==> src/hdl/rbrw_pkg.sv <==
// shared types and constants for the register bank read/write core
`default_nettype none
package rbrw_pkg;

  localparam int DATA_W     = 16;
  localparam int CNT_W      = 7;
  localparam int SUM_W      = 17;
  localparam int RESET_ONES = 3;
  localparam logic [DATA_W-1:0] BASE_RESET = 16'd1;

  localparam logic REQ_READ  = 1'b0;
  localparam logic REQ_WRITE = 1'b1;

  localparam logic STATUS_OK  = 1'b0;
  localparam logic STATUS_ERR = 1'b1;

  typedef enum logic {
    ALU_ADD = 1'b0,
    ALU_SUB = 1'b1
  } alu_op_t;

  typedef enum logic [3:0] {
    ST_IDLE   = 4'b0001,
    ST_CHECK  = 4'b0010,
    ST_DECIDE = 4'b0100,
    ST_READ   = 4'b1000
  } state_t;

  typedef struct packed {
    logic we;
    logic re;
  } bank_ctl_t;

endpackage
`default_nettype wire

==> src/hdl/rbrw_alu.sv <==
// shared 17-bit add/subtract unit used by the sequencer
`default_nettype none
module rbrw_alu (
  input  wire rbrw_pkg::alu_op_t          op,
  input  wire [rbrw_pkg::SUM_W-1:0]       a,
  input  wire [rbrw_pkg::SUM_W-1:0]       b,
  output logic [rbrw_pkg::SUM_W-1:0]      sum
);
  import rbrw_pkg::*;

  always_comb begin
    unique case (op)
      ALU_SUB: sum = a - b;
      default: sum = a + b;
    endcase
  end

endmodule
`default_nettype wire

==> src/hdl/rbrw_bank.sv <==
// register storage with per-entry valid bits and registered read
`default_nettype none
module rbrw_bank #(
  parameter int TABLE_DEPTH = 64,
  parameter int AW = (TABLE_DEPTH > 1) ? $clog2(TABLE_DEPTH) : 1
) (
  input  wire                              clk,
  input  wire                              rst,
  input  wire rbrw_pkg::bank_ctl_t         ctl,
  input  wire [AW-1:0]                     waddr,
  input  wire [rbrw_pkg::DATA_W-1:0]       wdata,
  input  wire [AW-1:0]                     raddr,
  output logic [rbrw_pkg::DATA_W-1:0]      rdata
);
  import rbrw_pkg::*;

  logic [DATA_W-1:0]      mem [TABLE_DEPTH];
  logic [TABLE_DEPTH-1:0] valid;
  logic [DATA_W-1:0]      rd_mem;
  logic                   rd_valid;
  logic                   rd_one;

  always_ff @(posedge clk) begin
    if (ctl.we) begin
      mem[waddr] <= wdata;
    end
    if (ctl.re) begin
      rd_mem   <= mem[raddr];
      rd_valid <= valid[raddr];
      rd_one   <= {{(DATA_W-AW){1'b0}}, raddr} < DATA_W'(RESET_ONES);
    end
  end

  always_ff @(posedge clk) begin
    if (rst) begin
      valid <= '0;
    end else if (ctl.we) begin
      valid[waddr] <= 1'b1;
    end
  end

  // unwritten entries read as their reset value
  assign rdata = rd_valid ? rd_mem : {{(DATA_W-1){1'b0}}, rd_one};

endmodule
`default_nettype wire

==> src/hdl/register_bank_read_write_core.sv <==
// top level: request sequencer around the shared adder and the register bank
//
//   channel   signals                                             transfer when
//   request   start busy req_type start_address reg_count         start & !busy
//             write_value
//   result    done read_value status last written_flag            done
//   config    cfg_we cfg_data                                     cfg_we
//
// a request runs its range check on the one shared adder, start - base in
// the check state, then idx + count in the decide state, then reads one
// register per cycle; the results are registered and a run of reads streams
// one result a cycle
// errors, writes and zero-count reads give a single result
// reset clears the sequencer, the written flag, the valid bits and sets the
// base to 1; the receiver cannot stall, results are never held back
`default_nettype none
module register_bank_read_write_core #(
  parameter int TABLE_DEPTH = 64
) (
  input  wire                               clk,
  input  wire                               rst,
  input  wire                               cfg_we,
  input  wire [rbrw_pkg::DATA_W-1:0]        cfg_data,
  input  wire                               start,
  output logic                              busy,
  input  wire                               req_type,
  input  wire [rbrw_pkg::DATA_W-1:0]        start_address,
  input  wire [rbrw_pkg::CNT_W-1:0]         reg_count,
  input  wire [rbrw_pkg::DATA_W-1:0]        write_value,
  output logic                              done,
  output logic [rbrw_pkg::DATA_W-1:0]       read_value,
  output logic                              status,
  output logic                              last,
  output logic                              written_flag
);
  import rbrw_pkg::*;

  localparam int AW = (TABLE_DEPTH > 1) ? $clog2(TABLE_DEPTH) : 1;
  // wide enough to hold the bank depth itself as the end index
  localparam int CW = $clog2(TABLE_DEPTH + 1);

  state_t state, state_next;

  // base address register
  logic [DATA_W-1:0] base_address;

  // latched request
  logic              req_q;
  logic [DATA_W-1:0] start_q;
  logic [CNT_W-1:0]  count_q;
  logic [DATA_W-1:0] wval_q;

  // range check and read walk
  logic [SUM_W-1:0] diff;       // start - base, msb set when start < base
  logic [CW-1:0]    addr;
  logic [CW-1:0]    end_idx;
  logic             write_seen;
  logic             use_mem;

  // shared adder
  alu_op_t          alu_op;
  logic [SUM_W-1:0] alu_a, alu_b, alu_sum;

  logic      range_err, idx_err, single;
  bank_ctl_t bank_ctl;
  logic [DATA_W-1:0] bank_rdata;

  rbrw_alu u_alu (
    .op  (alu_op),
    .a   (alu_a),
    .b   (alu_b),
    .sum (alu_sum)
  );

  rbrw_bank #(
    .TABLE_DEPTH (TABLE_DEPTH),
    .AW          (AW)
  ) u_bank (
    .clk   (clk),
    .rst   (rst),
    .ctl   (bank_ctl),
    .waddr (diff[AW-1:0]),
    .wdata (wval_q),
    .raddr (addr[AW-1:0]),
    .rdata (bank_rdata)
  );

  // adder operand select per sequencer step
  always_comb begin
    alu_op = ALU_ADD;
    alu_a  = {{(SUM_W-CW){1'b0}}, addr};
    alu_b  = SUM_W'(1);
    unique case (state)
      ST_CHECK: begin
        alu_op = ALU_SUB;
        alu_a  = {1'b0, start_q};
        alu_b  = {1'b0, base_address};
      end
      ST_DECIDE: begin
        alu_a = {1'b0, diff[DATA_W-1:0]};
        alu_b = {{(SUM_W-CNT_W){1'b0}}, count_q};
      end
      default: begin
        alu_op = ALU_ADD;
      end
    endcase
  end

  // range checks, valid in decide
  assign range_err = diff[SUM_W-1] || (alu_sum > SUM_W'(TABLE_DEPTH));
  // write at one past the end passes the run check but names no register
  assign idx_err   = diff[DATA_W-1:0] >= DATA_W'(TABLE_DEPTH);
  assign single    = range_err || (req_q == REQ_WRITE) || (count_q == '0);

  always_comb begin
    bank_ctl.we = (state == ST_DECIDE) && !range_err && (req_q == REQ_WRITE) && !idx_err;
    bank_ctl.re = (state == ST_READ);
  end

  always_comb begin
    state_next = state;
    unique case (state)
      ST_IDLE:   if (start) state_next = ST_CHECK;
      ST_CHECK:  state_next = ST_DECIDE;
      ST_DECIDE: state_next = single ? ST_IDLE : ST_READ;
      ST_READ:   if (alu_sum[CW-1:0] == end_idx) state_next = ST_IDLE;
      default:   state_next = ST_IDLE;
    endcase
  end

  assign busy = (state != ST_IDLE);

  // control state
  always_ff @(posedge clk) begin
    if (rst) begin
      state        <= ST_IDLE;
      base_address <= BASE_RESET;
      write_seen   <= 1'b0;
      done         <= 1'b0;
    end else begin
      state <= state_next;
      if (cfg_we) begin
        base_address <= cfg_data;
      end
      if (bank_ctl.we) begin
        write_seen <= 1'b1;
      end
      done <= ((state == ST_DECIDE) && single) || (state == ST_READ);
    end
  end

  // payload and datapath registers
  always_ff @(posedge clk) begin
    if (state == ST_IDLE && start) begin
      req_q   <= req_type;
      start_q <= start_address;
      count_q <= reg_count;
      wval_q  <= write_value;
    end
    if (state == ST_CHECK) begin
      diff <= alu_sum;
    end
    unique case (state)
      ST_DECIDE: begin
        // first index of the run and one past its end
        addr    <= diff[CW-1:0];
        end_idx <= alu_sum[CW-1:0];
        use_mem <= 1'b0;
        status  <= (range_err || ((req_q == REQ_WRITE) && idx_err)) ? STATUS_ERR : STATUS_OK;
        last    <= 1'b1;
      end
      ST_READ: begin
        addr    <= alu_sum[CW-1:0];
        use_mem <= 1'b1;
        status  <= STATUS_OK;
        last    <= (alu_sum[CW-1:0] == end_idx);
      end
      default: begin
        use_mem <= use_mem;
      end
    endcase
  end

  assign read_value   = use_mem ? bank_rdata : '0;
  assign written_flag = write_seen;

endmodule
`default_nettype wire

==> config.mk <==
export PLATFORM = sky130hd
export DESIGN_NAME = register_bank_read_write_core
export DESIGN_NICKNAME = d
export VERILOG_FILES = /design/src/hdl/rbrw_pkg.sv /design/src/hdl/rbrw_alu.sv /design/src/hdl/rbrw_bank.sv /design/src/hdl/register_bank_read_write_core.sv
export SDC_FILE = /design/constraint.sdc
export NUM_CORES = 1
export LEC_CHECK = 0
export ABC_AREA = 1
export BUFFER_PORTS_ARGS = -buffer_cell sky130_fd_sc_hd__buf_2
export CORE_MARGIN = 2
export CORE_UTILIZATION = 50
export CTS_CLUSTER_SIZE = 12
export DETAILED_ROUTE_END_ITERATION = 10
export PLACE_DENSITY = 0.66
export SYNTH_ARGS = -nofsm -noshare
export SYNTH_HDL_FRONTEND = slang
export SYNTH_SLANG_ARGS = --single-unit
==> constraint.sdc <==
create_clock -name clk -period 6.1 [get_ports clk]
set_input_delay 0.915 -clock clk [delete_from_list [all_inputs] [get_ports clk]]
set_output_delay 0.915 -clock clk [all_outputs]
set_load 0.02 [all_outputs]
# --- Yosys cells after proc, flatten, opt, wreduce, memory -nomap -nowiden ---
# Memories as Yosys holds them, arrays and structs flattened. A register that Yosys moved wholly into a read port is not among the register bits.
# Index checks and enable logic that the tools add are counted.
classes:
  n_addsub: 2
  n_lt_le_gt_ge: 6
  n_eq_ne: 8
  muxes: 21
  n_bitwise: 1
  reduce_logical: 17
op_table:
  columns: ["cell", "count"]
  rows:
  - ["bitwise OR 64 bit", 1]
  - ["case mux 16 bit (2 select lines)", 2]
  - ["2-to-1 mux 16 bit", 2]
  - ["adder 16 x 16 -> 17 bit", 1]
  - ["greater-than comparator 17 x 7 -> 1 bit, second input constant", 1]
  - ["2-to-1 mux 17 bit", 1]
  - ["subtractor 16 x 16 -> 17 bit", 1]
  - ["greater-or-equal comparator 16 x 7 -> 1 bit, second input constant", 1]
  - ["case mux 4 bit (4 select lines)", 1]
  - ["less-than comparator 6 x 7 -> 1 bit, second input constant", 2]
  - ["case mux 7 bit (2 select lines)", 1]
  - ["2-to-1 mux 4 bit", 3]
  - ["== test 7 bit", 1]
  - ["logical AND 1 bit", 7]
  - ["logical NOT 7 bit", 1]
  - ["binary-select mux 1 bit (select 6 bit)", 1]
  - ["demux 1 bit (select 6 bit)", 1]
  - ["greater-or-equal comparator 6 x 1 -> 1 bit, second input constant", 1]
  - ["less-than comparator 6 x 2 -> 1 bit, second input constant", 1]
  - ["2-to-1 mux 1 bit", 6]
  - ["case mux 1 bit (2 select lines)", 3]
  - ["logical OR 1 bit", 5]
  - ["== test 4 x 1 -> 1 bit, second input constant", 1]
  - ["== test 4 x 2 -> 1 bit, second input constant", 1]
  - ["other kinds (8)", 9]
totals:
  ff_bits: 162
  ramBits: 1024
  n_memories: 1
memory_table:
  columns: ["name", "words", "word_bits", "rd", "rd_clocked_by_memory_dff", "write_ports", "line", "rtl"]
  rows:
  - ["u_bank.mem", 64, 16, 1, 1, 1, "rbrw_bank.sv:17", "logic [DATA_W-1:0] mem [TABLE_DEPTH];"]

# --- Depth between registers and ports, before layout ---
depth:
  word_depth: 12
  mapped_depth: 33
  mapped_depth_nobuf: 31

# --- By module ---
# A second synthesis with hierarchy kept.
unflattened:
  hier_cells: 5327
  hier_area_um2: 52564.2
by_module_without_submodules:
  columns: ["mod", "instances", "cells_per_inst", "area_each_um2", "seq_area_each_um2"]
  rows:
  - ["rbrw_bank", 1, 4657, 47068.9, 32571.2]
  - ["register_bank_read_write_core", 1, 383, 3971.3, 2662.6]
  - ["rbrw_alu", 1, 287, 1524.0, 0.0]

# --- Worst setup path after synthesis ---
# Ideal clock, no wire load.
synth_timing:
  kind: "flip-flop to flip-flop"
  from: "register state[2]"
  to: "memory u_bank.mem[39][0], enable pin"
  t_arrival_ns: 4.021
  required_ns: 5.736
  path_slack_ns: 1.715
  path_stages_with_launch: 24
  period_less_slack_ns: 4.385
  cell_sequence: "dfxtp_1 > nor2_2 > nand2_1 > buf_6 > inv_1 > clkbuf_1 > buf_1 > a21oi_1 > ha_1 > nand2_1 > nor2_1 > and2_1 > nand2_1 > nand2_1 > nand2_1 > nand2_1 > nand2_1 > nor2_2 > nand4_4 > nor2_4 > buf_6 > buf_8 > nand3_1 > inv_1"
synth_between:
  elab_chain_cells: 12
  word_cells_on_any_way: 16
  cone_classes: "add/sub (2); order compare (1); eq/ne (2); mux (6); reduce/logical (5)"
synth_lines:
  columns: ["element", "line", "rtl"]
  rows:
  - ["start: declaration", "register_bank_read_write_core.sv:42", "state_t state, state_next;"]
  - ["start signal: assignment", "register_bank_read_write_core.sv:141", "state <= state_next;"]
  - ["== test 4 x 3 -> 1 bit / == test 4 x 2 -> 1 bit (equally long branches)", "register_bank_read_write_core.sv:93, register_bank_read_write_core.sv:116", null]
  - ["case mux 16 bit (2 select lines)", "register_bank_read_write_core.sv:93", "unique case (state)"]
  - ["adder 16 x 16 -> 17 bit / subtractor 16 x 16 -> 17 bit (equally long branches)", "rbrw_alu.sv:14, rbrw_alu.sv:13", null]
  - ["2-to-1 mux 17 bit", "rbrw_alu.sv:12", "unique case (op)"]
  - ["greater-than comparator 17 x 7 -> 1 bit", "register_bank_read_write_core.sv:110", "assign range_err = diff[SUM_W-1] || (alu_sum > SUM_W'(TABLE_DEPTH));"]
  - ["logical OR 1 bit", "register_bank_read_write_core.sv:110", null]
  - ["logical NOT 1 bit", "register_bank_read_write_core.sv:116", "bank_ctl.we = (state == ST_DECIDE) && !range_err && (req_q == REQ_WRITE) && !idx_err;"]
  - ["logical AND 1 bit * (3 in series)", "register_bank_read_write_core.sv:116", null]
  - ["2-to-1 mux 1 bit *", "rbrw_bank.sv:24", "if (ctl.we) begin"]
  - ["2-to-1 mux 1 bit (implied by the code) *", "rbrw_bank.sv:25", "mem[waddr] <= wdata;"]
  - ["end: declaration", "rbrw_bank.sv:17", null]
# Mark *: on every way between the ends. The rest lies on a longest branch, timed or not.

# --- Worst setup path in the final report ---
layout_timing:
  from: "register state[1]"
  to: "memory u_bank.mem[29][4], enable pin"
# The elaborated chain is that of the path after synthesis.

==> flow_summary.toml <==
[global_routing]
grt-ovfl-total = 0
grt_max_degree = 180
grt_pass1_wl_um = 192000
grtUsageTotal_pct = 26.2
antenna_found_initial = 3
grt_pass1_vias = 29709

[logic_synthesis]
yosysTopAreaCellShare_pct = 69.5
syn-cell-area_mm2 = 0.0482
ys_warn_count = 0
synth_area_leader_cell = "edfxtp_1"
ys.flop_type = "edfxtp_1"
synth-edff-count = 1116
seq_area_frac_synth_pct = 73.0
syn_area_per_cell_um2 = 12.3
synth.distinct_cells = 45
synth-seq-cells = 1202
synth_cells = 3911
synth.net_count = 3989
ys_top_cells_by_area = "edfxtp_1 (69%), o21ai_0 (6.0%), nor2_1 (4.6%)"
async_flop_share_pct = 0

[timing]
rsz0062_at_grt = "false"
worst_slack_ns = 0.591
slew_headroom_pct = 5.10
fmax_mhz = 182
finalCriticalPeriod_ns = 5.51
setup_violations = 0
tightest_slew_ns = 1.41
finalCritPeriodShare_pct = 90.3
hold_viol = 0
clock_skew_ns = 0.0410
tns_ns = 0
whs_ns = 0.384
report.final.slew_viol_count = 0

[setup_path]
cp.arrival_ns = 5.83
crit_type = "register to register"
cp_data_required_time_ns = 6.42
reg2reg_slack_ns = 0.59
worst_path_most_repeated_cell = "nand2_1"
cpLargestDelayFamily = "simple AND/OR/NAND/NOR gates"
rr_worst_depth = 29
critPathBufInv = 5
worstSetupPathDepth = 29
crit_end = "u_bank.mem[29][4]"
critical-path-max-stage-delay_ns = 0.64
end_kind = "register"
crit_fanout = 65
slowest_stage = "inv_1"
startpoint = "state[1]"
r2r_end = "u_bank.mem[29][4]"
r2r_start = "state[1]"
cp-start-kind = "register"

[detailed_routing]
drt_iter0_markers = 4393
drc_errors = 0
vias = 31861
first_pass_iters = 5
postRouteAntennaNets = 0
drt_wl_total_um = 131000
viasPerCell = 6.03
avgRoutedWirePerCell_um = 24.8

[place]
pre_cts_ws_ns = 0.610
hpwl_um = 74700
io_buffers = 80
gp_congestion = 0.888

[power]
p_leak_uw = 0.0180
power_uw = 16600
power_density_mw_per_mm2 = 311
vdd_drop_max_v = 0.000368

[cts]
clk_latency_ns = 0.72
clk_path_buf_depth = 3
path_clk_slew_ns = 0.06
numClockSinks = 1202
cts_hold_buf = 0
postCtsSetupRepairBufs = 0
cts_max_level = 3
numCtsBuffers = 120
cts_tree = "done"
cts.repair.resized = 0
cts_root_buffer = "clkbuf_16"

[floorplan]
dieArea_mm2 = 0.0990
initial_utilization_pct = 50.6
die_y_um = 315
rows = 113
ios = 81
die_x_um = 315
coreArea_mm2 = 0.0953

[finish]
nFillCells = 7827
drive_above_1_share_pct = 8.01
fin_nets = 3996
synthToLayoutAreaGrowth_pct = 10.9
utilization_pct = 56.1
antenna_cells = 0

[outcome]
outcome = "complete, no violations"

[min_path]
min_path_type = "input port to register"

[run]
drv_cap = 0
## final cells by class
cell class	instances	area, um^2	share of cell area, %
Clock buffer	200	3510	6.56
Tap cell	1265	1580	2.96
Multi-Input combinational cell	2218	11100	20.8
Inverter	237	905	1.69
Sequential cell	1202	35200	65.9
Clock inverter	23	203	0.379
Timing Repair Buffer	139	931	1.74
## placed cells by master (no fill, tap or decap), types with 4 or more instances in the layout
master and count:
clkbuf_8 14, clkinv_2 6, nand3b_1 4, clkbuf_1 63, nor2_1 587, o221ai_1 106, nor3_2 4, edfxtp_1 1116
nand2_1 253, dfxtp_1 86, buf_12 7, clkinv_1 9, a31oi_1 8, nand3_1 235, nor2_2 6, ha_1 17
nand4_1 6, a32o_1 16, nor3_1 15, inv_1 227, buf_2 80, buf_4 52, xor2_1 4, o211ai_1 29
o22ai_1 153, inv_2 6, nor2_4 4, o21ai_0 576, a21oi_1 168, clkbuf_16 123
## cell families (layout without fill, tap and decap cells)
kind of cell,count (synthesis),count (layout),synth area share (%)
flops,1202,1202,73.0
simple gates,1126,1126,9.66
mux,1,1,0.0208
xor+xnor,6,6,0.109
fa+ha+maj,18,18,0.482
buf+inv,491,599,4.00
compound gates,1067,1067,12.7
## through the flow
step	instance area, um^2	std cells
floorplan	48200	3911
global placement	49800	5061
detailed placement	49800	5061
CTS	53500	5284
global route	53500	5284
finish	53500	5284
## per-layer routing
metal	wire length (um)	vias up	global-route usage [%]
met5	26	-	0
met4	5310	4	10.5
met3	12700	255	4.68
met2	60100	1632	40.1
met1	53100	15617	37.4
li1	-	14353	-
## state kept, by name, summed over array words and instances, names as in the netlist, 4 cells and up
register and flops:
start_q 16, diff 17, base_address 16, wval_q 16, state 4, addr 7
u_bank.mem 1024, end_idx 7, u_bank.valid 64, u_bank.rd_mem 16, count_q 7
## cells in the mapped netlist (all sizes together), types with 2 or more instances
cell and count:
o22ai 153, a32o 16, nand3 237, nor2 597
nand3b 4, dfxtp 86, xnor2 2, a31oi 8
clkinv 4, o21a 3, nand4 7, o211ai 29
clkbuf 225, o21bai 2, ha 17, o221ai 106
edfxtp 1116, buf 29, and2 3, inv 233
a21oi 168, o21ai 580, nor3 19, nand2 255
xor2 4
## how the worst min path moves through the flow
stage,slack [ns],startpoint,endpoint,cells after the start
after floorplan,0.43,u_bank.valid[63],u_bank.valid[63],2
after global placement,0.43,u_bank.valid[44],u_bank.valid[44],2
after detailed placement,0.44,u_bank.valid[60],u_bank.valid[60],2
after CTS,0.33,start_address[2],start_q[2],1
after global routing,0.34,start_address[7],start_q[7],1
final,0.38,start_address[2],start_q[2],1
## power breakdown
group | total [uW] | switching [uW] | internal, uW
clock | 7010 | 3060 | 3950
sequential | 9130 | 22.6 | 9100
combinational | 512 | 415 | 96.5
total | 16600 | 3500 | 13100
No activity file was read; power rests on OpenSTA's default activity.
